`config.mk`:
```
export PLATFORM = sky130hd
export DESIGN_NAME = priority_round_robin_task_scheduler_flat
export DESIGN_NICKNAME = d
export VERILOG_FILES = /design/src/rtl/prrts_pkg.sv /design/src/rtl/prrts_chan_if.sv /design/src/rtl/prrts_table.sv /design/src/rtl/prrts_ctrl.sv /design/src/rtl/priority_round_robin_task_scheduler.sv /design/src/flat_wrapper.sv
export SDC_FILE = /design/constraint.sdc
export NUM_CORES = 1
export LEC_CHECK = 0
export BUFFER_PORTS_ARGS = -buffer_cell sky130_fd_sc_hd__buf_2
export CAP_MARGIN = 20
export CORE_ASPECT_RATIO = 0.8
export CORE_UTILIZATION = 25
export DETAILED_ROUTE_END_ITERATION = 7
export GPL_TIMING_DRIVEN = 0
export SLEW_MARGIN = 30
export SYNTH_ARGS = -nofsm -noshare
export SYNTH_HDL_FRONTEND = slang
export SYNTH_SLANG_ARGS = --single-unit
```
`constraint.sdc`:
```
create_clock -name clk -period 5.47 [get_ports clk]
set_input_delay 0.547 -clock clk [delete_from_list [all_inputs] [get_ports clk]]
set_output_delay 0.547 -clock clk [all_outputs]
set_load 0.005 [all_outputs]
```
`src/rtl/prrts_pkg.sv`:
```
// Shared types and constants for the priority round-robin task scheduler.
// No dependencies; compiled first.
package prrts_pkg;

	// Defaults for the top level parameters
	localparam int NUM_TASKS_DEF  = 16;
	localparam int PRIO_BITS_DEF  = 8;
	localparam int DELAY_BITS_DEF = 16;

	// Fixed widths of the word fields
	localparam int SLOT_W     = 4;
	localparam int PRIO_IN_W  = 8;
	localparam int STATE_W    = 2;
	localparam int DELAY_IN_W = 16;

	// Run state codes
	localparam logic [STATE_W-1:0] RS_READY   = 2'd0;
	localparam logic [STATE_W-1:0] RS_BLOCKED = 2'd1;

	typedef enum logic [1:0] {
		K_ADD    = 2'd0,
		K_UPDATE = 2'd1,
		K_TICK   = 2'd2,
		K_SELECT = 2'd3
	} prrts_kind_t;

	typedef enum logic [1:0] {
		S_IDLE,
		S_SCAN,
		S_DONE
	} prrts_fsm_t;

	typedef struct packed {
		prrts_kind_t            kind;
		logic [SLOT_W-1:0]      task_slot;
		logic [PRIO_IN_W-1:0]   priority_req;
		logic [STATE_W-1:0]     run_state;
		logic [DELAY_IN_W-1:0]  delay;
	} prrts_req_t;

	typedef struct packed {
		logic [SLOT_W-1:0] chosen_task;
		logic              found;
		logic              preempt;
		logic              accepted;
	} prrts_rsp_t;

endpackage

```
`src/rtl/prrts_chan_if.sv`:
```
// Valid/ready channel carrying one word of payload type T.
// No dependencies.
interface prrts_chan_if #(
	parameter type T = logic
);
	logic valid;
	logic ready;
	T     data;

	modport source (output valid, output data, input ready);
	modport sink   (input valid, input data, output ready);
endinterface

```
`src/rtl/prrts_table.sv`:
```
// Task table memory: priority array and state/delay array, one write port,
// one registered read port. Depends on prrts_pkg.
module prrts_table #(
	parameter int DEPTH   = prrts_pkg::NUM_TASKS_DEF,
	parameter int PRIO_W  = prrts_pkg::PRIO_BITS_DEF,
	parameter int DELAY_W = prrts_pkg::DELAY_BITS_DEF
) (
	input  logic                         clk,
	input  logic                         we_prio,
	input  logic                         we_sd,
	input  logic [$clog2(DEPTH)-1:0]     wr_addr,
	input  logic [PRIO_W-1:0]            wr_prio,
	input  logic [prrts_pkg::STATE_W-1:0] wr_state,
	input  logic [DELAY_W-1:0]           wr_delay,
	input  logic [$clog2(DEPTH)-1:0]     rd_addr,
	output logic [PRIO_W-1:0]            rd_prio,
	output logic [prrts_pkg::STATE_W-1:0] rd_state,
	output logic [DELAY_W-1:0]           rd_delay
);
	import prrts_pkg::*;

	logic [PRIO_W-1:0]          prio_mem [DEPTH];
	logic [STATE_W+DELAY_W-1:0] sd_mem   [DEPTH];

	always_ff @(posedge clk) begin
		if (we_prio) begin
			prio_mem[wr_addr] <= wr_prio;
		end
		if (we_sd) begin
			sd_mem[wr_addr] <= {wr_state, wr_delay};
		end
	end

	always_ff @(posedge clk) begin
		rd_prio              <= prio_mem[rd_addr];
		{rd_state, rd_delay} <= sd_mem[rd_addr];
	end

endmodule

```
`src/rtl/prrts_ctrl.sv`:
```
// Sequencer and per-entry compare/decrement unit of the scheduler.
// Walks the task table one entry per cycle. Depends on prrts_pkg, prrts_table.
module prrts_ctrl #(
	parameter int NUM_TASKS  = prrts_pkg::NUM_TASKS_DEF,
	parameter int PRIO_BITS  = prrts_pkg::PRIO_BITS_DEF,
	parameter int DELAY_BITS = prrts_pkg::DELAY_BITS_DEF
) (
	input  logic                             clk,
	input  logic                             arst_n,
	input  logic                             req_valid,
	input  prrts_pkg::prrts_req_t            req_data,
	output logic                             req_ready,
	input  logic                             rsp_free,
	output logic                             rsp_load,
	output prrts_pkg::prrts_rsp_t            rsp_data,
	output logic [$clog2(NUM_TASKS+1)-1:0]   used_cnt
);
	import prrts_pkg::*;

	localparam int IDX_W = $clog2(NUM_TASKS);
	localparam int CNT_W = $clog2(NUM_TASKS + 1);
	localparam int CMP_W = (CNT_W > SLOT_W) ? CNT_W : SLOT_W;

	prrts_fsm_t       state_q, state_d;
	prrts_kind_t      kind_q;
	logic [CNT_W-1:0] cnt_q, left_q;
	logic [IDX_W-1:0] cur_q, rd_idx_q, idx_s1, cand_q;
	logic             vld_s1, first_s1;
	logic [PRIO_BITS-1:0] cur_prio_q, best_q;
	logic             any_q, found_q, sw_q, acc_q;

	logic accept, is_empty, full, slot_ok, issue, scan_end;
	logic tick_hit, tick_wake, sel_better;

	logic                  we_prio, we_sd;
	logic [IDX_W-1:0]      wr_addr, rd_addr;
	logic [PRIO_BITS-1:0]  wr_prio, rd_prio;
	logic [STATE_W-1:0]    wr_state, rd_state;
	logic [DELAY_BITS-1:0] wr_delay, rd_delay, dec_delay;

	// round-robin successor among the first n slots
	function automatic logic [IDX_W-1:0] next_slot(input logic [IDX_W-1:0] idx,
			input logic [CNT_W-1:0] n);
		logic [CNT_W-1:0] inc;
		inc = CNT_W'(idx) + CNT_W'(1);
		return (inc == n) ? '0 : IDX_W'(inc);
	endfunction

	assign is_empty = (cnt_q == '0);
	assign full     = (cnt_q == CNT_W'(NUM_TASKS));
	assign slot_ok  = (CMP_W'(req_data.task_slot) < CMP_W'(cnt_q));
	assign accept   = req_valid && req_ready;
	assign rd_addr  = (state_q == S_IDLE) ? cur_q : rd_idx_q;

	// sequencer
	always_ff @(posedge clk or negedge arst_n) begin
		if (!arst_n) begin
			state_q <= S_IDLE;
		end else begin
			state_q <= state_d;
		end
	end

	always_comb begin
		state_d   = state_q;
		req_ready = 1'b0;
		rsp_load  = 1'b0;
		issue     = 1'b0;
		scan_end  = 1'b0;
		unique case (state_q)
			S_IDLE: begin
				req_ready = 1'b1;
				if (req_valid) begin
					if ((req_data.kind == K_TICK || req_data.kind == K_SELECT) && !is_empty)
						state_d = S_SCAN;
					else
						state_d = S_DONE;
				end
			end
			S_SCAN: begin
				issue = (left_q != '0);
				if (left_q == '0 && !vld_s1) begin
					scan_end = 1'b1;
					state_d  = S_DONE;
				end
			end
			S_DONE: begin
				rsp_load = rsp_free;
				if (rsp_free)
					state_d = S_IDLE;
			end
			default: state_d = S_IDLE;
		endcase
	end

	// per-entry unit and table write port
	always_comb begin
		we_prio   = 1'b0;
		we_sd     = 1'b0;
		wr_addr   = IDX_W'(cnt_q);
		wr_prio   = PRIO_BITS'(req_data.priority_req);
		wr_state  = req_data.run_state;
		wr_delay  = DELAY_BITS'(req_data.delay);
		dec_delay = rd_delay - DELAY_BITS'(1);
		tick_hit  = vld_s1 && !first_s1 && kind_q == K_TICK &&
			rd_state == RS_BLOCKED && rd_delay != '0;
		tick_wake = tick_hit && dec_delay == '0;
		sel_better = vld_s1 && kind_q == K_SELECT && rd_state == RS_READY &&
			(!any_q || rd_prio < best_q);
		if (accept) begin
			unique case (req_data.kind)
				K_ADD: begin
					we_prio = !full;
					we_sd   = !full;
				end
				K_UPDATE: begin
					we_sd   = slot_ok;
					wr_addr = IDX_W'(req_data.task_slot);
				end
				default: begin
				end
			endcase
		end else if (tick_hit) begin
			we_sd    = 1'b1;
			wr_addr  = idx_s1;
			wr_state = tick_wake ? RS_READY : RS_BLOCKED;
			wr_delay = dec_delay;
		end
	end

	always_ff @(posedge clk or negedge arst_n) begin
		if (!arst_n) begin
			cnt_q  <= '0;
			cur_q  <= '0;
			vld_s1 <= 1'b0;
		end else begin
			vld_s1 <= (accept && req_data.kind == K_TICK && !is_empty) || issue;
			if (accept && req_data.kind == K_ADD && !full)
				cnt_q <= cnt_q + CNT_W'(1);
			if (scan_end && kind_q == K_SELECT && any_q)
				cur_q <= cand_q;
		end
	end

	always_ff @(posedge clk) begin
		idx_s1   <= rd_idx_q;
		first_s1 <= accept;
		if (accept) begin
			kind_q   <= req_data.kind;
			left_q   <= cnt_q;
			rd_idx_q <= (req_data.kind == K_SELECT) ? next_slot(cur_q, cnt_q) : '0;
			any_q    <= 1'b0;
			found_q  <= 1'b0;
			sw_q     <= 1'b0;
			acc_q    <= (req_data.kind == K_ADD) && !full;
		end
		if (issue) begin
			rd_idx_q <= next_slot(rd_idx_q, cnt_q);
			left_q   <= left_q - CNT_W'(1);
		end
		if (vld_s1 && first_s1)
			cur_prio_q <= rd_prio;
		if (tick_wake && rd_prio <= cur_prio_q)
			sw_q <= 1'b1;
		if (sel_better) begin
			best_q <= rd_prio;
			cand_q <= idx_s1;
			any_q  <= 1'b1;
		end
		if (scan_end && kind_q == K_SELECT && any_q)
			found_q <= 1'b1;
	end

	prrts_table #(
		.DEPTH   (NUM_TASKS),
		.PRIO_W  (PRIO_BITS),
		.DELAY_W (DELAY_BITS)
	) u_table (
		.clk      (clk),
		.we_prio  (we_prio),
		.we_sd    (we_sd),
		.wr_addr  (wr_addr),
		.wr_prio  (wr_prio),
		.wr_state (wr_state),
		.wr_delay (wr_delay),
		.rd_addr  (rd_addr),
		.rd_prio  (rd_prio),
		.rd_state (rd_state),
		.rd_delay (rd_delay)
	);

	assign rsp_data.chosen_task = SLOT_W'(cur_q);
	assign rsp_data.found       = found_q;
	assign rsp_data.preempt     = sw_q;
	assign rsp_data.accepted    = acc_q;
	assign used_cnt             = cnt_q;

endmodule

```
`src/rtl/priority_round_robin_task_scheduler.sv`:
```
// Priority round-robin task scheduler. Each request word is one of add, update,
// tick or select and yields exactly one response word. Add and update take the
// word and then load the response. Tick and select take the word, issue table
// reads for the N stored tasks one entry per cycle through the single read port,
// let the last read land, close the walk and load the response; on an empty table
// they go straight to loading the response. Tick reads the current task's priority
// while the word is taken, so it costs nothing extra. The request side is not ready
// while a word is in work; a finished response sits in an output register so the
// next request is taken while it waits. Lower priority numbers win; ties rotate
// starting after the current task.
module priority_round_robin_task_scheduler #(
	parameter int NUM_TASKS  = prrts_pkg::NUM_TASKS_DEF,
	parameter int PRIO_BITS  = prrts_pkg::PRIO_BITS_DEF,
	parameter int DELAY_BITS = prrts_pkg::DELAY_BITS_DEF
) (
	input logic         clk,
	input logic         arst_n,
	prrts_chan_if.sink   req,
	prrts_chan_if.source rsp
);
	import prrts_pkg::*;

	localparam int CNT_W = $clog2(NUM_TASKS + 1);

	logic             rsp_free, rsp_load;
	prrts_rsp_t       rsp_d, rsp_q;
	logic             rsp_valid_q;
	logic [CNT_W-1:0] used_cnt;

	// output register frees up when empty or being taken this cycle
	assign rsp_free = !rsp_valid_q || rsp.ready;

	prrts_ctrl #(
		.NUM_TASKS  (NUM_TASKS),
		.PRIO_BITS  (PRIO_BITS),
		.DELAY_BITS (DELAY_BITS)
	) u_ctrl (
		.clk       (clk),
		.arst_n    (arst_n),
		.req_valid (req.valid),
		.req_data  (req.data),
		.req_ready (req.ready),
		.rsp_free  (rsp_free),
		.rsp_load  (rsp_load),
		.rsp_data  (rsp_d),
		.used_cnt  (used_cnt)
	);

	always_ff @(posedge clk or negedge arst_n) begin
		if (!arst_n) begin
			rsp_valid_q <= 1'b0;
		end else if (rsp_load) begin
			rsp_valid_q <= 1'b1;
		end else if (rsp.ready) begin
			rsp_valid_q <= 1'b0;
		end
	end

	always_ff @(posedge clk) begin
		if (rsp_load)
			rsp_q <= rsp_d;
	end

	assign rsp.valid = rsp_valid_q;
	assign rsp.data  = rsp_q;

	// a taken request leaves the request side not ready in the following cycle
	a_busy_after_accept: assert property (@(posedge clk) disable iff (!arst_n)
		req.valid && req.ready |=> !req.ready)
		else $error("request taken while previous word in work");

	// table never holds more than its depth
	a_count_bound: assert property (@(posedge clk) disable iff (!arst_n)
		used_cnt <= CNT_W'(NUM_TASKS))
		else $error("task count beyond table depth");

	// a response carries at most one of the per-kind flags
	a_flags_exclusive: assert property (@(posedge clk) disable iff (!arst_n)
		rsp.valid |-> $onehot0({rsp.data.found, rsp.data.preempt, rsp.data.accepted}))
		else $error("more than one response flag set");

endmodule

```
`src/flat_wrapper.sv`:
```
// flat-port wrapper written by rule: the top's interface ports become plain ports
module priority_round_robin_task_scheduler_flat import prrts_pkg::*;
#(
	parameter int NUM_TASKS  = prrts_pkg::NUM_TASKS_DEF,
	parameter int PRIO_BITS  = prrts_pkg::PRIO_BITS_DEF,
	parameter int DELAY_BITS = prrts_pkg::DELAY_BITS_DEF
)
  (clk, arst_n, req_valid, req_data, req_ready, rsp_valid, rsp_data, rsp_ready);
  prrts_chan_if #(.T(prrts_req_t)) req_i ();
  prrts_chan_if #(.T(prrts_rsp_t)) rsp_i ();
  input logic clk;
  input logic arst_n;
  input wire logic [$bits(req_i.valid)-1:0] req_valid;
  input wire logic [$bits(req_i.data)-1:0] req_data;
  output wire logic [$bits(req_i.ready)-1:0] req_ready;
  output wire logic [$bits(rsp_i.valid)-1:0] rsp_valid;
  output wire logic [$bits(rsp_i.data)-1:0] rsp_data;
  input wire logic [$bits(rsp_i.ready)-1:0] rsp_ready;
  assign req_i.valid = req_valid;
  assign req_i.data = req_data;
  assign req_ready = req_i.ready;
  assign rsp_valid = rsp_i.valid;
  assign rsp_data = rsp_i.data;
  assign rsp_i.ready = rsp_ready;
  priority_round_robin_task_scheduler #(.NUM_TASKS(NUM_TASKS), .PRIO_BITS(PRIO_BITS), .DELAY_BITS(DELAY_BITS)) u_core (.clk(clk), .arst_n(arst_n), .req(req_i), .rsp(rsp_i));
endmodule
```
==> results.ini, run 1 <==
[global_route]
antenna_found_initial = 3
grt_max_degree = 19
track_usage_pct = 12.4
grt_busiest_layer = met2
grt_first_pass_wirelength_um = 76700
overflow = 0
grt.met2_usage_pct = 19.5
gr-usage-met1_pct = 17.0
use_met3_pct = 2.51
grt_pass1_vias = 12200

[synth]
avgSynthCellArea_um2 = 14.8
synthFlopType = edfxtp_1
yosysSeqAreaShare_pct = 72.2
ys_types = 72
async_flop_share_pct = 2.59
syn_nets = 1429
yosys_warnings = 0
synth_area_um2 = 20300
synthCells = 1368
ys_ff_latch = 502
synth_edf_count = 455

[timing]
fin_ws_ps = 1370
skew_ps = 22.0
tns_ps = 0
finalHoldViolCount = 0
fin_crit_ps = 4100
slew_headroom_pct = 34.1
fmax_ghz = 0.244
worstMarginPinSlew_ps = 986
report.final.slew_viol_count = 0
hold_slack_ps = 140
fin_crit_sh_pct = 75.0
rsz0062_at_grt = false
setup_viol = 0

[power_and_ir_drop]
p_leak_nw = 7.95
vdd_drop_max_v = 0.000211
power.density_nw_per_um2 = 319
total_power_mw = 7.69

[floorplan]
dieArea_um2 = 82400
coreArea_um2 = 80400
io_pins = 45
placementRows = 93
initial_core_util_pct = 25.3
die_w_um = 321
die_h_um = 257

[detailed_routing]
dr.pass1.iters = 7
post-route-drc-count = 4
ant_nets = 0
drtIter0Drc = 1079
avgRoutedWirePerCell_um = 19.5
vias = 12000
via_per_inst = 4.58
routed_wl_um = 51300

[setup_path]
worstPathArrival_ps = 4330
path_max_fanout = 9
ff2ff_setup_slack_ps = 1370
reg2reg_to = u_core.u_ctrl.u_table.prio_mem[10][4]$_DFFE_PP_
timing.rr.start = u_core.u_ctrl.u_table.rd_delay[0]$_DFF_P_
setup.worst_path.class = register to register
critPathCaptureType = register
crit_end = u_core.u_ctrl.u_table.prio_mem[10][4]$_DFFE_PP_
critPathLaunch = u_core.u_ctrl.u_table.rd_delay[0]$_DFF_P_
r2r.worst_path.cells = 9
cp-start-kind = register
required_ps = 5700

[clock_tree]
clkLatencyLatePin_ps = 620
clockRootBuffer = clkbuf_16
clk_pin_slew_ps = 60
cts-htree-levels = 2
cts_tree = built
cts_sinks = 502
hold_buffers = 1
clk_path_buf_depth = 3
cts_made_buffers = 51
cts_setup_buffers = 0
cts-resized-gates = 0

[placement]
gp_congestion = 0.835
port_buffers = 44
dp_slack_ps = 1420
dpl.hpwl_um = 36100
post-place-cells = 2534

[hold_path]
hp-class = primary input to register

[outcome]
status = finished, violations left
violations = DRC

[layout]
drive_gt1_share_pct = 18.4
final_nets = 1558
area_growth_syn_to_layout_pct = 18.8
instances_no_fill = 2633

[job]
cap_violations = 0

==> worst min path at each step <==
stage,depth (start not counted),start,end,slack [ps]
after floorplan,0,arst_n,u_core.rsp.valid$_DFFE_PN0P_,250
after global placement,0,u_core.u_ctrl.rd_idx_q[2]$_DFFE_PP_,u_core.u_ctrl.idx_s1[2]$_DFF_P_,350
after detailed placement,0,u_core.u_ctrl.rd_idx_q[2]$_DFFE_PP_,u_core.u_ctrl.idx_s1[2]$_DFF_P_,360
after CTS,1,req_data[30],u_core.u_ctrl.kind_q[0]$_DFFE_PP_,120
after global routing,1,req_data[30],u_core.u_ctrl.kind_q[0]$_DFFE_PP_,130
final,1,req_data[30],u_core.u_ctrl.kind_q[0]$_DFFE_PP_,140
==> layer usage <==
metal	wire length [um]	part of all wire (%)	up-vias
met5	0	0	-
met4	1160	2.3	0
met3	3780	7.4	71
met2	23800	46	415
met1	22600	44	6070
li1	-	-	5493
==> final cells by class <==
| cell class | instances | area [um2] |
|---|---|---|
| antenna | 1 | 2.50 |
| clock buffer | 76 | 1480 |
| tap | 1092 | 1370 |
| buffer | 67 | 284 |
| fill | 7887 | 56300 |
| inverter | 29 | 109 |
| multi-input combinational | 770 | 5480 |
| sequential | 502 | 14700 |
| clock inverter | 20 | 190 |
| timing repair buffer | 76 | 553 |
==> report_power, final <==
part	internal [mW]	switching (mW)	leakage, nW
clock network	1.98	1.45	0.820
logic	0.0182	0.0688	2.58
registers	4.17	0.000123	4.55
total	6.17	1.52	7.95
==> registers in the layout (all words and copies together), names as in the netlist, 2 cells and up <==
register                        cells
u_core.u_ctrl.u_table.sd_mem      288
u_core.u_ctrl.rd_idx_q              4
u_core.u_ctrl.used_cnt              5
u_core.u_ctrl.cur_q                 4
u_core.u_ctrl.state_q               2
u_core.u_ctrl.kind_q                2
u_core.u_ctrl.left_q                5
u_core.u_ctrl.u_table.rd_prio       8
u_core.u_ctrl.cand_q                4
u_core.rsp.data                     7
u_core.u_ctrl.idx_s1                4
u_core.u_ctrl.cur_prio_q            8
u_core.u_ctrl.best_q                8
u_core.u_ctrl.u_table.rd_delay     16
u_core.u_ctrl.u_table.prio_mem    128
u_core.u_ctrl.u_table.rd_state      2
==> cell usage after synthesis (all sizes together), types with 4 or more instances <==
cell     count  area, um2
nand3b       6       45.0
a2111oi      4       56.3
inv         29        109
a22oi       26        195
a21oi       15       86.3
mux4        52       1170
xor2        14        123
edfxtp     455      13700
nor2b        6       37.5
and2         7       46.3
and3         4       25.0
nor3        16       96.4
nand2      248        933
dfrtp       13        325
nor2        44        168
dfxtp       34        681
clkbuf      51        191
o22ai        4       25.0
a221oi       4       76.3
ha          25        313
nor4         7       73.8
buf         16       90.1
xnor2       13        114
mux2         6       67.6
nand2b       7       43.8
nand4       37        246
a21o         8       60.1
o21ai       57        285
nand3      119        601
==> worst max-delay path: stages, from the launching register on <==
cell and delay [ps]:
dfxtp_1 380, inv_1 90, ha_1 130, buf_2 200, nor4b_4 460, nand4_4 290
and2_4 280, a221oi_4 560, nand3_1 490, nor2_1 820
==> cell families after synthesis <==
family / synth area share [%]
AND/OR/NAND/NOR: 12.0
adder cells (fa/ha/maj): 1.54
flip-flops: 72.2
XOR/XNOR: 1.16
multiplexers: 6.25
AO/OA/AOI/OAI: 4.89
buffers and inverters: 1.92
==> cells in the final DEF (no fill, tap or decap), drive strengths merged, types with 8 or more instances in the layout <==
| master | synthesis | layout |
|---|---|---|
| a21oi | 15 | 15 |
| dfxtp | 34 | 34 |
| nand3 | 119 | 119 |
| xor2 | 14 | 14 |
| mux4 | 52 | 52 |
| clkbuf | 51 | 128 |
| a21o | 8 | 8 |
| ha | 25 | 25 |
| edfxtp | 455 | 455 |
| nor3 | 16 | 16 |
| buf | 16 | 90 |
| xnor2 | 13 | 13 |
| o21ai | 57 | 57 |
| nand2 | 248 | 248 |
| dfrtp | 13 | 13 |
| a22oi | 26 | 26 |
| nand4 | 37 | 37 |
| inv | 29 | 31 |
| clkinv | 0 | 15 |
| nor2 | 44 | 44 |
==> stage by stage <==
stage / instance area (um2) / utilization (%)
floorplan: 20300 / -
global placement: 21900 / 27.2
detailed placement: 22400 / 27.9
CTS: 24100 / 30.0
global route: 24100 / 30.0
finish: 24100 / 30.0
(Power assumes the default switching activity.)
==> inputs of run 2 (changes only) <==
Clock period 5.47 ns to 3.4 ns, I/O delays scaled along.
==> run 2 against run 1 <==
Net effect:
- the run now ends clean
- global-route usage is 0.23 points higher
- setup slack worse by 1300 ps
- largest power group unchanged
- register-to-register slack worse by 1300 ps
- fmax is 22% higher
- non-clock buffer count is 50 higher
- combinational power is 64% higher
- design area is 3.8% higher
- largest cell class unchanged
==> results.ini, run 2 (synthesis results as in run 1) <==
[outcome]
status = completed

[setup_path]
timing.rr.start = u_core.u_ctrl.u_table.rd_delay[1]$_DFF_P_
reg2reg_to = u_core.u_ctrl.u_table.sd_mem[0][7]$_DFFE_PP_
r2r.worst_path.cells = 13  ; +4
worstPathArrival_ps = 3670  ; -660 ps
timing.critical_path.mode_cell = buf_4
crit_chain = inv_1, ha_1, buf_4, nor4b_4, nand4_4, and2_4, buf_4, a221oi_4, buf_4, nand3_4, nor3_4, buf_12, buf_12
cp.depth = 13  ; +4
critPathCaptureType = register
required_ps = 3700  ; -2000 ps
ff2ff_setup_slack_ps = 30  ; -1340 ps
slowest_stage = a221oi_4
crit_end = u_core.u_ctrl.u_table.sd_mem[0][7]$_DFFE_PP_
path_max_fanout = 9  ; unchanged
cp-start-kind = register
setup.worst_path.class = register to register
critPathTopFamily = simple AND/OR/NAND/NOR gates
cpPeakStageDelay_ps = 510  ; -310 ps
critPathLaunch = u_core.u_ctrl.u_table.rd_delay[1]$_DFF_P_
crit_buf_inv = 6  ; +4

[global_route]
grt_first_pass_wirelength_um = 78000  ; +1.6%
antenna_found_initial = 2  ; -1
grt_max_degree = 19  ; unchanged
grt_pass1_vias = 12300  ; +1.1%
track_usage_pct = 12.6  ; +0.23 points
overflow = 0  ; unchanged

[detailed_routing]
avgRoutedWirePerCell_um = 19.6  ; +0.57%
post-route-drc-count = 0  ; -4
ant_nets = 0  ; unchanged
drtIter0Drc = 1342  ; +24%
via_per_inst = 4.64  ; +1.4%
dr.pass1.iters = 5  ; -2
vias = 12500  ; +3.3%
routed_wl_um = 52600  ; +2.4%

[timing]
slew_headroom_pct = 39.9  ; +5.9 points
setup_viol = 0  ; unchanged
fin_crit_ps = 3370  ; -730 ps
skew_ps = 15.3  ; -6.77 ps
fin_crit_sh_pct = 99.2  ; +24 points
report.final.slew_viol_count = 0  ; unchanged
worstMarginPinSlew_ps = 895  ; -90.1 ps
tns_ps = 0  ; unchanged
fmax_ghz = 0.297  ; +22%
finalHoldViolCount = 0  ; unchanged

[layout]
n_fill_cell = 7781  ; -1.3%
drive_gt1_share_pct = 23.8  ; +5.4 points
largest_reg_flops = 288  ; unchanged
instances_no_fill = 2682  ; +1.9%
top_register = u_core.u_ctrl.u_table.sd_mem
final_common_cell = edfxtp_1
postLayoutCellArea_um2 = 25000  ; +3.8%
final_nets = 1608  ; +3.2%
multiInputGateArea_um2 = 5800  ; +5.8%
diodes = 0  ; -1
regArea_um2 = 14700  ; about the same
final_cell_mix = 455 x edfxtp_1, 246 x nand2_1, 112 x nand3_1, 56 x buf_4
utilization_pct = 31.2  ; +1.1 points
area_growth_syn_to_layout_pct = 23.3

[placement]
post-place-cells = 2529  ; -0.20%
place_area_um2 = 22400  ; about the same
port_buffers = 44  ; unchanged
dpl.hpwl_um = 35700  ; -0.90%
gp_congestion = 0.844  ; +1.2%

[clock_tree]
clkLatencyLatePin_ps = 600  ; -20 ps
clk_pin_slew_ps = 60  ; about the same
cts_tree = built
clockRootBuffer = clkbuf_16
cts_sinks = 502  ; unchanged
clk_path_buf_depth = 3  ; unchanged
cts-htree-levels = 2  ; unchanged
cts_made_buffers = 51  ; unchanged

[floorplan]
initial_core_util_pct = 25.3  ; unchanged
placementRows = 93  ; unchanged
die_h_um = 257  ; unchanged
coreArea_um2 = 80400  ; unchanged
die_w_um = 321  ; unchanged
io_pins = 45  ; unchanged
dieArea_um2 = 82400  ; unchanged

[power_and_ir_drop]
power.density_nw_per_um2 = 497  ; +56%
p_leak_nw = 8.37  ; +5.4%
vdd_drop_max_v = 0.000380  ; +80%
total_power_mw = 12.5  ; +62%

[hold_path]
hp-class = primary input to register

[job]
cap_violations = 0  ; unchanged

-- run 2: cell types whose count changed in the layout (fill, tap and decap cells not counted), moves of 5 or more --
cell	delta
nand3_4	+6
nor3_4	+8
nor2_4	+6
nor2_1	-10
buf_4	+37
clkbuf_8	-5
clkbuf_1	-17
clkbuf_2	+16
nand3_1	-6
buf_12	+12
nor3_2	-8
-- run 2: timing repair --
action / 4_1_cts / 5_1_grt
resized for setup: 56 / 34
endpoints found under the setup margin: 471 / 251
pin swaps: 22 / 14
hold buffers: 2 / 0
setup buffers: 32 / 24
cloned: 0 / 1
hold endpoints to repair: 14 / 0
-- run 2: power breakdown --
part | internal [mW] | switching, mW | total (mW)
clock | 3.28 | 2.31 | 5.60
combinational | 0.0308 | 0.113 | 0.143
sequential | 6.71 | 0.000195 | 6.71
total | 10.0 | 2.43 | 12.5
-- run 2: worst min path at each step --
| stage | start | to | cells past startpoint |
|---|---|---|---|
| after detailed placement | arst_n | u_core.rsp.valid$_DFFE_PN0P_ | 1 |
| final | req_data[31] | u_core.u_ctrl.kind_q[1]$_DFFE_PP_ | 1 |
| after floorplan | arst_n | u_core.rsp.valid$_DFFE_PN0P_ | 0 |
| after global placement | arst_n | u_core.rsp.valid$_DFFE_PN0P_ | 1 |
| after CTS | req_data[31] | u_core.u_ctrl.kind_q[1]$_DFFE_PP_ | 1 |
| after global routing | req_data[31] | u_core.u_ctrl.kind_q[1]$_DFFE_PP_ | 1 |
-- run 2: through the flow --
step,setup slack (ps),hold slack [ps]
final,27.3,54.2
after global routing,-80.6,55.1
after CTS,-66.7,20.6
after detailed placement,-869,278
after global placement,-2310,272
after floorplan,-465,44.4
-- run 2: cell type report --
cell class | instances | share of cell area [%]
multi-input combinational | 770 | 23.1
tap | 1092 | 5.45
timing repair buffer | 126 | 4.41
sequential | 502 | 58.6
buffer | 67 | 1.29
clock inverter | 26 | 1.07
inverter | 29 | 0.435
clock buffer | 70 | 5.62
-- run 2: worst register-to-register path: stages (launching register included) --
cell	delay, ps
dfxtp_2	350
inv_1	80
ha_1	140
buf_4	160
nor4b_4	290
nand4_4	260
and2_4	270
buf_4	140
a221oi_4	510
buf_4	220
nand3_4	120
nor3_4	250
buf_12	160
buf_12	140
-- run 2: metal layers --
metal,vias up,wire length [um],track usage [%]
li1,5575,-,-
met1,6312,22800,17.6
met2,487,24200,19.8
met3,72,4320,2.05
met4,4,1230,4.00
met5,-,22,0
